**config.mk**
```make
export PLATFORM = sky130hd
export DESIGN_NAME = can_packet_stream_reassembler
export DESIGN_NICKNAME = d
export VERILOG_FILES = /design/src/hdl/cpsr_pkg.sv /design/src/hdl/cpsr_ctrl.sv /design/src/hdl/cpsr_datapath.sv /design/src/hdl/can_packet_stream_reassembler.sv
export SDC_FILE = /design/constraint.sdc
export NUM_CORES = 1
export LEC_CHECK = 0
export BUFFER_PORTS_ARGS = -buffer_cell sky130_fd_sc_hd__buf_2
export CORE_MARGIN = 10
export CORE_UTILIZATION = 45
export CTS_CLUSTER_SIZE = 25
export DETAILED_ROUTE_END_ITERATION = 8
export SETUP_SLACK_MARGIN = 0.05
export SLEW_MARGIN = 20
export SYNTH_ARGS = -nofsm -noshare
export SYNTH_HDL_FRONTEND = slang
export SYNTH_HIERARCHICAL = 1
export SYNTH_SLANG_ARGS = --single-unit
```
**constraint.sdc**
```tcl
create_clock -name clk -period 3.3 [get_ports clk]
set_clock_uncertainty 0.15 [all_clocks]
set_input_delay 0.165 -clock clk [delete_from_list [all_inputs] [get_ports clk]]
set_output_delay 0.165 -clock clk [all_outputs]
set_load 0.01 [all_outputs]
```
**src/hdl/cpsr_pkg.sv**
```systemverilog
// shared constants, types and the dlc length lookup for the can packet reassembler
// no dependencies
package cpsr_pkg;

  localparam int HEADER_BYTES      = 6;
  localparam int MAX_PAYLOAD_BYTES = 64;
  localparam int WORD_BYTES        = 8;
  localparam int ROWS              = (MAX_PAYLOAD_BYTES + WORD_BYTES - 1) / WORD_BYTES;
  localparam int ROW_W             = (ROWS > 1) ? $clog2(ROWS) : 1;
  localparam int CNT_W             = $clog2(HEADER_BYTES + MAX_PAYLOAD_BYTES + 1);
  localparam int PLEN_W            = $clog2(MAX_PAYLOAD_BYTES + 1);
  localparam int POS_W             = PLEN_W + 1;
  localparam int HDR_IDX_W         = $clog2(HEADER_BYTES);
  localparam int WORD_W            = 8 * WORD_BYTES;
  localparam int WIDX_W            = 3;
  localparam int IN_DATA_W         = 8;
  localparam int OUT_FIELDS_W      = 4 + 3 + 1 + 29 + 1 + 1 + 1 + 8 + WIDX_W + WORD_W;
  localparam int OUT_DATA_W        = ((OUT_FIELDS_W + 7) / 8) * 8;

  localparam logic MODE_BYTE  = 1'b0;
  localparam logic MODE_CLEAR = 1'b1;

  typedef enum logic {
    ST_COLLECT,
    ST_EMIT
  } state_t;

  typedef struct packed {
    logic byte_we;
    logic clear;
    logic rd;
  } cmd_t;

  typedef struct packed {
    logic pkt_done;
    logic last_word;
  } sts_t;

  function automatic logic [PLEN_W-1:0] dlc_len(input logic [3:0] dlc);
    logic [6:0] n;
    case (dlc)
      4'd9:    n = 7'd12;
      4'd10:   n = 7'd16;
      4'd11:   n = 7'd20;
      4'd12:   n = 7'd24;
      4'd13:   n = 7'd32;
      4'd14:   n = 7'd48;
      4'd15:   n = 7'd64;
      default: n = {3'd0, dlc};
    endcase
    if (32'(n) > MAX_PAYLOAD_BYTES) begin
      n = 7'(MAX_PAYLOAD_BYTES);
    end
    return PLEN_W'(n);
  endfunction

endpackage

```
**src/hdl/cpsr_ctrl.sv**
```systemverilog
// controller for the can packet reassembler: collect and emit states, output valid
// depends on cpsr_pkg
module cpsr_ctrl (
  input  logic          clk,
  input  logic          rst_n,
  input  logic          in_tvalid,
  input  logic          in_tuser,
  output logic          in_tready,
  output logic          out_tvalid,
  input  logic          out_tready,
  output cpsr_pkg::cmd_t cmd,
  input  cpsr_pkg::sts_t sts
);
  import cpsr_pkg::*;

  state_t state_r, state_nxt;
  logic   out_valid_r, out_valid_nxt;
  logic   accept;
  logic   can_issue;

  assign accept    = in_tvalid && in_tready;
  assign can_issue = !out_valid_r || out_tready;

  always_comb begin
    state_nxt = state_r;
    case (state_r)
      ST_COLLECT: begin
        if (accept && in_tuser == MODE_BYTE && sts.pkt_done) begin
          state_nxt = ST_EMIT;
        end
      end
      ST_EMIT: begin
        if (can_issue && sts.last_word) begin
          state_nxt = ST_COLLECT;
        end
      end
      default: state_nxt = ST_COLLECT;
    endcase
  end

  always_comb begin
    in_tready   = 1'b0;
    cmd.byte_we = 1'b0;
    cmd.clear   = 1'b0;
    cmd.rd      = 1'b0;
    case (state_r)
      ST_COLLECT: begin
        in_tready   = 1'b1;
        cmd.byte_we = in_tvalid && in_tuser == MODE_BYTE;
        cmd.clear   = in_tvalid && in_tuser == MODE_CLEAR;
      end
      ST_EMIT: begin
        cmd.rd = can_issue;
      end
      default: ;
    endcase
    out_valid_nxt = cmd.rd ? 1'b1 : (out_tready ? 1'b0 : out_valid_r);
  end

  always_ff @(posedge clk) begin
    if (!rst_n) begin
      state_r     <= ST_COLLECT;
      out_valid_r <= 1'b0;
    end else begin
      state_r     <= state_nxt;
      out_valid_r <= out_valid_nxt;
    end
  end

  assign out_tvalid = out_valid_r;

endmodule

```
**src/hdl/cpsr_datapath.sv**
```systemverilog
// datapath for the can packet reassembler: byte counter, header bytes,
// payload row memory and output registers; depends on cpsr_pkg
module cpsr_datapath (
  input  logic                           clk,
  input  logic                           rst_n,
  input  logic [cpsr_pkg::IN_DATA_W-1:0] in_tdata,
  input  cpsr_pkg::cmd_t                 cmd,
  output cpsr_pkg::sts_t                 sts,
  output logic [cpsr_pkg::OUT_DATA_W-1:0] out_tdata,
  output logic                           out_tlast
);
  import cpsr_pkg::*;

  logic [CNT_W-1:0]  cnt_r, cnt_nxt;
  logic [PLEN_W-1:0] plen_r, plen_cur;
  logic [ROW_W-1:0]  k_r;
  logic [7:0]        hdr_r [HEADER_BYTES];
  logic [WORD_W-1:0] mem [ROWS];

  logic [CNT_W-1:0]  pos;
  logic [POS_W-1:0]  base;
  logic [POS_W-1:0]  next_base;
  logic [7:0]        lane_mask;
  logic [31:0]       hw;

  logic [WORD_W-1:0] rd_data_r;
  logic [7:0]        mask_r;
  logic [3:0]        lc_r;
  logic [2:0]        bus_r;
  logic              fd_r;
  logic [28:0]       id_r;
  logic              ext_r;
  logic              ret_r;
  logic              rej_r;
  logic [7:0]        chk_r;
  logic [WIDX_W-1:0] widx_r;
  logic              last_r;
  logic [WORD_W-1:0] masked;

  assign plen_cur     = (cnt_r == '0) ? dlc_len(in_tdata[7:4]) : plen_r;
  assign sts.pkt_done = (32'(cnt_r) + 1) >= (HEADER_BYTES + 32'(plen_cur));
  assign pos          = cnt_r - CNT_W'(HEADER_BYTES);

  assign base         = POS_W'({k_r, 3'b000});
  assign next_base    = base + POS_W'(WORD_BYTES);
  assign sts.last_word = next_base >= POS_W'(plen_r);

  always_comb begin
    for (int b = 0; b < WORD_BYTES; b++) begin
      lane_mask[b] = (base + POS_W'(b)) < POS_W'(plen_r);
    end
  end

  assign hw = {hdr_r[4], hdr_r[3], hdr_r[2], hdr_r[1]};

  always_comb begin
    cnt_nxt = cnt_r;
    if (cmd.clear) begin
      cnt_nxt = '0;
    end else if (cmd.byte_we) begin
      cnt_nxt = sts.pkt_done ? '0 : cnt_r + 1'b1;
    end
  end

  always_ff @(posedge clk) begin
    if (!rst_n) begin
      cnt_r  <= '0;
      plen_r <= '0;
      k_r    <= '0;
    end else begin
      cnt_r <= cnt_nxt;
      if (cmd.byte_we && cnt_r == '0) begin
        plen_r <= plen_cur;
      end
      if (cmd.rd) begin
        k_r <= sts.last_word ? '0 : k_r + 1'b1;
      end
    end
  end

  always_ff @(posedge clk) begin
    if (cmd.byte_we && 32'(cnt_r) < HEADER_BYTES) begin
      hdr_r[cnt_r[HDR_IDX_W-1:0]] <= in_tdata;
    end
  end

  always_ff @(posedge clk) begin
    if (cmd.byte_we && 32'(cnt_r) >= HEADER_BYTES) begin
      mem[pos[3 +: ROW_W]][8 * pos[2:0] +: 8] <= in_tdata;
    end
  end

  always_ff @(posedge clk) begin
    if (cmd.rd) begin
      rd_data_r <= mem[k_r];
      mask_r    <= lane_mask;
      lc_r      <= hdr_r[0][7:4];
      bus_r     <= hdr_r[0][3:1];
      fd_r      <= hdr_r[0][0];
      id_r      <= hw[31:3];
      ext_r     <= hw[2];
      ret_r     <= hw[1];
      rej_r     <= hw[0];
      chk_r     <= hdr_r[5];
      widx_r    <= WIDX_W'(k_r);
      last_r    <= sts.last_word;
    end
  end

  always_comb begin
    for (int b = 0; b < WORD_BYTES; b++) begin
      masked[8*b +: 8] = mask_r[b] ? rd_data_r[8*b +: 8] : 8'd0;
    end
  end

  assign out_tdata = {(OUT_DATA_W - OUT_FIELDS_W)'(0), masked, widx_r, chk_r,
                      rej_r, ret_r, ext_r, id_r, fd_r, bus_r, lc_r};
  assign out_tlast = last_r;

endmodule

```
**src/hdl/can_packet_stream_reassembler.sv**
```systemverilog
// top level of the can packet reassembler: controller plus datapath
// depends on cpsr_pkg, cpsr_ctrl, cpsr_datapath
//
// usage
//   input channel: one item per stream byte; in_tuser = 0 carries in_tdata as the
//   next byte of the host stream, in_tuser = 1 drops a partly collected packet.
//   each packet is a 6-byte header and a payload of 0..64 bytes set by the dlc.
//   output channel: one item per 8-byte payload word (at least one per packet),
//   header fields repeated on every word, out_tlast on the final word.
//   throughput: one byte per cycle while a packet is collected. after the final byte the
//   emit state reads the first word into the output register, then words follow one per
//   cycle while the receiver takes them, one row read of the payload memory each;
//   in_tready stays low for the whole emission, including while the output stalls.
//   a packet's last word may wait in the output register while the next packet
//   is already collected.
//   reset clears the byte counter and output valid; no clearing pass is needed.
//   when the receiver stalls, the word held stays stable and emission pauses.
module can_packet_stream_reassembler (
  input  logic                            clk,
  input  logic                            rst_n,
  input  logic                            in_tvalid,
  output logic                            in_tready,
  input  logic [cpsr_pkg::IN_DATA_W-1:0]  in_tdata,   // stream_byte
  input  logic                            in_tuser,   // mode
  output logic                            out_tvalid,
  input  logic                            out_tready,
  // length_code, bus_sel, fd_flag, identifier, extended_flag, returned_flag,
  // rejected_flag, check_byte, word_index, payload_word, zero fill
  output logic [cpsr_pkg::OUT_DATA_W-1:0] out_tdata,
  output logic                            out_tlast  // last_word
);
  import cpsr_pkg::*;

  cmd_t cmd;
  sts_t sts;

  cpsr_ctrl u_ctrl (
    .clk        (clk),
    .rst_n      (rst_n),
    .in_tvalid  (in_tvalid),
    .in_tuser   (in_tuser),
    .in_tready  (in_tready),
    .out_tvalid (out_tvalid),
    .out_tready (out_tready),
    .cmd        (cmd),
    .sts        (sts)
  );

  cpsr_datapath u_dp (
    .clk       (clk),
    .rst_n     (rst_n),
    .in_tdata  (in_tdata),
    .cmd       (cmd),
    .sts       (sts),
    .out_tdata (out_tdata),
    .out_tlast (out_tlast)
  );

endmodule

```
After elaboration in Yosys (flattened, before gate mapping)
Memories as Yosys holds them, arrays and structs flattened. A register that Yosys moved wholly into a read port is not among the register bits.
Cells that the tools add are included.
- bits in registers: 31
- bits in writable memories: 560
- input port bits: 13
- output and inout bits: 123
- word-level logic and storage cells: 88
- memories: 2
- memory list (memory ; words ; bits a word ; read ports ; clocked after memory_dff ; wr ports ; line ; RTL):
    u_dp.mem ; 8 ; 64 ; 1 ; 1 ; 1 ; cpsr_datapath.sv:18 ; logic [WORD_W-1:0] mem [ROWS];
    u_dp.hdr_r ; 6 ; 8 ; 6 ; 6 ; 1 ; cpsr_datapath.sv:17 ; logic [7:0] hdr_r [HEADER_BYTES];
- $add $sub $neg: 14
- magnitude comparators: 13
- equality and inequality tests: 7
- shift operators: 2
- mux-type cells: 25
- bitwise gates (word level): 3
- reduce and logical (&&, ||, !) cells: 14
- operators by type and width (operator ; number):
    64-bit 2-to-1 mux ; 1
    8-bit 2-to-1 mux ; 8
    8-bit by 34-bit variable shift with 64-bit output, first input constant ; 1
    8-bit by 34-bit variable part select with 64-bit output ; 1
    8-bit by 7-bit < comparator with 1-bit output ; 7
    7-bit one-hot mux with 7 select lines ; 1
    6-bit negator with 34-bit output ; 1
    32-bit >= comparator ; 1
    6-bit by 3-bit adder with 7-bit output, second input constant ; 4
    4-bit == test, second input constant ; 7
    7-bit 2-to-1 mux ; 3
    6-bit by 2-bit adder with 7-bit output, second input constant ; 2
    1-bit logical AND ; 9
    1-bit 2-to-1 mux ; 9
    3-bit by 7-bit adder with 8-bit output, first input constant ; 1
    7-bit by 1-bit adder with 8-bit output, second input constant ; 1
    8-bit by 7-bit >= comparator with 1-bit output ; 1
    6-bit by 1-bit adder with 7-bit output, second input constant ; 1
    6-bit by 4-bit adder with 7-bit output, second input constant ; 1
    7-bit by 1-bit adder with 7-bit output, second input constant ; 1
    7-bit by 3-bit >= comparator with 1-bit output, second input constant ; 1
    7-bit > comparator, second input constant ; 1
    7-bit logical NOT ; 1
    6-bit by 7-bit < comparator with 1-bit output ; 1
    11 further kinds ; 13

Longest topological paths before layout
- word-level depth: 10
- depth in mapped cells: 14
- depth with buffers taken out: 12

Modules after synthesis
Netlist, hierarchy kept.
- modules (own cells, without submodules) (module ; times used ; cells an instance ; area an instance (um2) ; sequential area each (um2)):
    cpsr_datapath ; 1 ; 1402 ; 27587.7 ; 20880.0
    cpsr_ctrl ; 1 ; 12 ; 108.9 ; 40.0

Worst setup path before layout
Ideal clock, no wire load.
- path kind: flip-flop to flip-flop
- start point: register u_dp.cnt_r[1]
- end point: register u_ctrl.state_r
- library setup time: 0.116 ns
- arrival: 3.057 ns
- data required time: 3.034 ns
- path slack: -0.022 ns
- cell stages (with the launch flop): 14
- path buffers: 1
- clock period less this slack: 3.322 ns
- cell sequence: dfxtp_1 > inv_1 > ha_1 > nand4_4 > buf_6 > mux2i_1 > ha_1 > a21oi_1 > xor2_1 > ha_1 > and3_2 > a221o_1 > or2_2 > a31o_1
- RTL lines (what ; line ; RTL):
    from (decl) ; cpsr_datapath.sv:14 ; logic [CNT_W-1:0] cnt_r, cnt_nxt;
    from (signal assigned) ; cpsr_datapath.sv:71 ; cnt_r <= cnt_nxt;
    to (signal assigned) ; cpsr_ctrl.sv:65 ; state_r <= state_nxt;
    to (decl) ; cpsr_ctrl.sv:16 ; state_t state_r, state_nxt;

Worst setup path after layout
- start point: register u_dp.cnt_r[1]
- end point: register u_dp.cnt_r[1]
- longest elaborated chain between the ends: 5
- elaborated cells on any way between the ends: 7
- classes of those cells: 3 x add/sub; 1 x order compare; 2 x mux; 1 x reduce/logical
- ends and longest elaborated chain (what ; line ; RTL):
    7-bit logical NOT ; cpsr_datapath.sv:40 ; assign plen_cur = (cnt_r == '0) ? dlc_len(in_tdata[7:4]) : plen_r;
    7-bit 2-to-1 mux ; cpsr_datapath.sv:40 ;
    3-bit by 7-bit adder with 8-bit output ; cpsr_datapath.sv:41 ; assign sts.pkt_done = (32'(cnt_r) + 1) >= (HEADER_BYTES + 32'(plen_cur));
    32-bit >= comparator ; cpsr_datapath.sv:41 ;
    7-bit 2-to-1 mux * ; cpsr_datapath.sv:61 ; cnt_nxt = sts.pkt_done ? '0 : cnt_r + 1'b1;
Every way passes the cells marked *; elsewhere a longest branch is shown, timed or not.
A chain may end at the register's enable or synchronous reset.

==> summary.txt <==
Post-synthesis sequential area ratio - 0.755
Post-synth EDFFs - 684
Clock root cell - clkbuf_16
Fillers - 4723
Layout cells sized above 1 - 0.331
Worst vdd rail ir drop - 0.308 mV
Power density over the cells - 558 nW/um^2
Worst reg2reg startpoint - u_dp/cnt_r[1]
DR vias - 13800
Clk buf depth - 3
Synthesized area - 27700 sq um
Hold path depth - 1
Top_reg_cell synth - edfxtp_1
CTS tree - built
Register Area - 20900 sq um
Asr flop ratio synth - 0
Hold Fails Final Rpt - 0
Vias per cell - 5.48
Post-Route Utilization - 0.535
Initial antenna violation count - 8
Most frequent cells in the layout - 684 x edfxtp_1, 130 x buf_2, 128 x mux4_2, 128 x and2_1, 117 x buf_4
Cells after Synth - 1414
Clk Latency, worst-skew pair - 0.61 ns
Die Height - 268 microns
Core area - 60700 sq um
Setup crit start - u_dp/cnt_r[1]
Tcrit/Tclk final - 0.942
FF-to-FF End - u_dp/cnt_r[1]
Full die area - 71900 sq um
Pin count of the biggest net entering global routing - 73
Final Max Tran Viols - 0
Min cycle time layout - 3.11 ns
Nets - 1731
H-tree level count - 3
Leakage - 0.0108 uW
Pre-antenna DRT Iters - 5
Hpwl dp - 38900 microns
Total CTS buffers - 71
DR WL/cell - 24.7 microns
Final WL - 62400 microns
First-pass GRT wire length - 92700 microns
Worst-path fanout max - 8
Max Fclk - 322 MHz
Crit path to - u_dp/cnt_r[1]
RSZ-0062 raised after global routing - false
Setup crit end kind - register
Avg Cell Area, Syn - 19.6 sq um
IO Pins - 136
# rows - 90
Setup_tns - 0 ns
Setup violators final - 0
Worst Max-Slew Pin Slew - 0.864 ns
# DRC - 0
Status - completed
Most common cell after layout, fill and taps aside - edfxtp_1
Register bit count reported by yosys - 703
Vias in the first global route - 14400
Max_cap viols - 0
Multi-input gate area - 6390 sq um
Gp weighted congestion - 0.839
Area growth, synth to finish - 17.1%
Gr usage total - 0.175
DR iter-0 viols - 1228
Startpoint Class - register
Die Width - 268 microns
Worst Hold Class - in -> reg
Kind of critical path - reg -> reg
Slew headroom - 0.422
Port Buffer Count - 130
Post-route ant nets - 0
Initial core utilization - 0.456
Gr ovfl total - 0
Critical Path RT - 3.68 ns
Worst r2r path cells - 12
Critical Path AT - 3.48 ns
FF-to-FF setup slack - 0.19 ns
Yosys cell types - 59
CTS clk-pin slew, worst paths - 0.06 ns
Yosys warning total - 6
Clock sinks - 703
[what timing repair did]
action,CTS,global route
setup endpoints to repair,1,7
gates resized for setup,1,12
buffers inserted,0,3
pin swaps,0,5
hold buffers,11,0
hold endpoints to repair,58,0
[cell families (layout without fill, tap and decap cells)]
logic type	Yosys count	after routing	synth area share
flops	703	703	0.755
xor+xnor	12	12	0.00379
fa+ha+maj	29	29	0.0131
buf+inv	87	409	0.0158
simple gates	329	329	0.0639
compound gates	46	46	0.0121
mux	207	207	0.136
other cells	1	6	0.000135
[Yosys cell counts, drive strengths merged, types with 2 or more instances]
| cell | n | share of area |
|---|---|---|
| ha | 29 | 0.013 |
| edfxtp | 684 | 0.74 |
| inv | 21 | 0.0028 |
| a211oi | 3 | 0.00081 |
| or2 | 3 | 0.00068 |
| nand2 | 30 | 0.0041 |
| mux2 | 67 | 0.027 |
| o22ai | 2 | 0.00045 |
| o21ai | 10 | 0.0018 |
| nand3b | 4 | 0.0011 |
| xor2 | 6 | 0.0019 |
| a21o | 2 | 0.00054 |
| mux4 | 128 | 0.10 |
| clkbuf | 26 | 0.0035 |
| a31o | 4 | 0.0013 |
| and3 | 6 | 0.0014 |
| nand3 | 11 | 0.0020 |
| mux2i | 12 | 0.0043 |
| buf | 40 | 0.0094 |
| nand4 | 4 | 0.0014 |
| o21a | 3 | 0.00081 |
| or4 | 2 | 0.00054 |
| a21oi | 9 | 0.0016 |
| a32oi | 2 | 0.00063 |
| nor4b | 2 | 0.00063 |
| dfxtp | 19 | 0.014 |
| nor3b | 2 | 0.00072 |
| or3 | 2 | 0.00045 |
| nor3 | 14 | 0.0029 |
| nor2 | 101 | 0.014 |
| a22oi | 3 | 0.00081 |
| nor2b | 4 | 0.00090 |
| nand2b | 10 | 0.0025 |
| and2 | 129 | 0.029 |
| xnor2 | 6 | 0.0019 |
| nor4 | 2 | 0.00045 |
| o32a | 2 | 0.00072 |
[worst min path at each step]
stage                                start                 end  slack [ns]
after detailed placement  u_dp/hdr_r[2][2]  u_dp/out_tdata[15]        0.25
after global routing           in_tdata[0]    u_dp/hdr_r[2][0]        0.01
after global placement    u_dp/hdr_r[0][1]   u_dp/out_tdata[4]        0.25
final                          in_tdata[2]    u_dp/hdr_r[2][2]        0.03
after CTS                         in_tuser       u_dp/cnt_r[2]     0.00001
after floorplan                in_tdata[0]    u_dp/hdr_r[0][0]        0.11
[critical path, stage by stage, from the launching register on]
cell and delay, ns:
dfxtp_2 0.32, inv_2 0.07, ha_4 0.15, nand4_4 0.15
buf_8 0.18, mux2i_2 0.17, nor3_2 0.21, xor2_1 0.18
ha_1 0.27, and3_2 0.22, a221o_2 0.47, o32a_1 0.38
nor3_2 0.09
[through the flow]
step           power (uW)  setup slack [ns]  cell area (sq um)  cells  hold WS, ns
2_1_floorplan       10100            0.0532              27700   1418        0.114
3_3_place_gp        10300            0.0865              30000   2383        0.251
3_5_place_dp        10300            0.0686              30000   2384        0.255
4_1_cts             18300            0.0672              32400   2519    0.0000123
5_1_grt             18700            0.0681              32400   2522      0.00997
6_report            18100             0.192              32400   2523       0.0286
[final cells by class]
class / count / area share
diodes: 1 / 0.0000771
clock buffers: 82 / 0.0573
clock inverters: 42 / 0.0138
inverters: 21 / 0.00243
multi-input cells: 628 / 0.197
flip-flops and latches: 703 / 0.645
well taps: 782 / 0.0302
repair buffers: 264 / 0.0541
[routing by layer]
metal,global-route usage,share of wire,vias to the layer above
li1,-,-,6126
met5,0,0,-
met2,0.289,0.50,419
met3,0.0261,0.059,78
met1,0.237,0.42,7204
met4,0.0580,0.022,0
[state kept, by name (all words and copies together), names as in the netlist]
register	count
u_dp/mask_r	8
u_dp/out_tdata	48
u_dp/hdr_r	48
u_ctrl/out_tvalid	1
u_dp/plen_r	7
u_dp/mem	512
u_ctrl/state_r	1
u_dp/rd_data_r	64
u_dp/widx_r	3
u_dp/k_r	3
u_dp/cnt_r	7
u_dp/out_tlast	1
[power by group]
group	internal, uW	switching, uW
registers	9740	11.6
clock network	4740	3250
logic	115	239
total	14600	3500
Note: power is estimated with default switching activity, not from simulation.
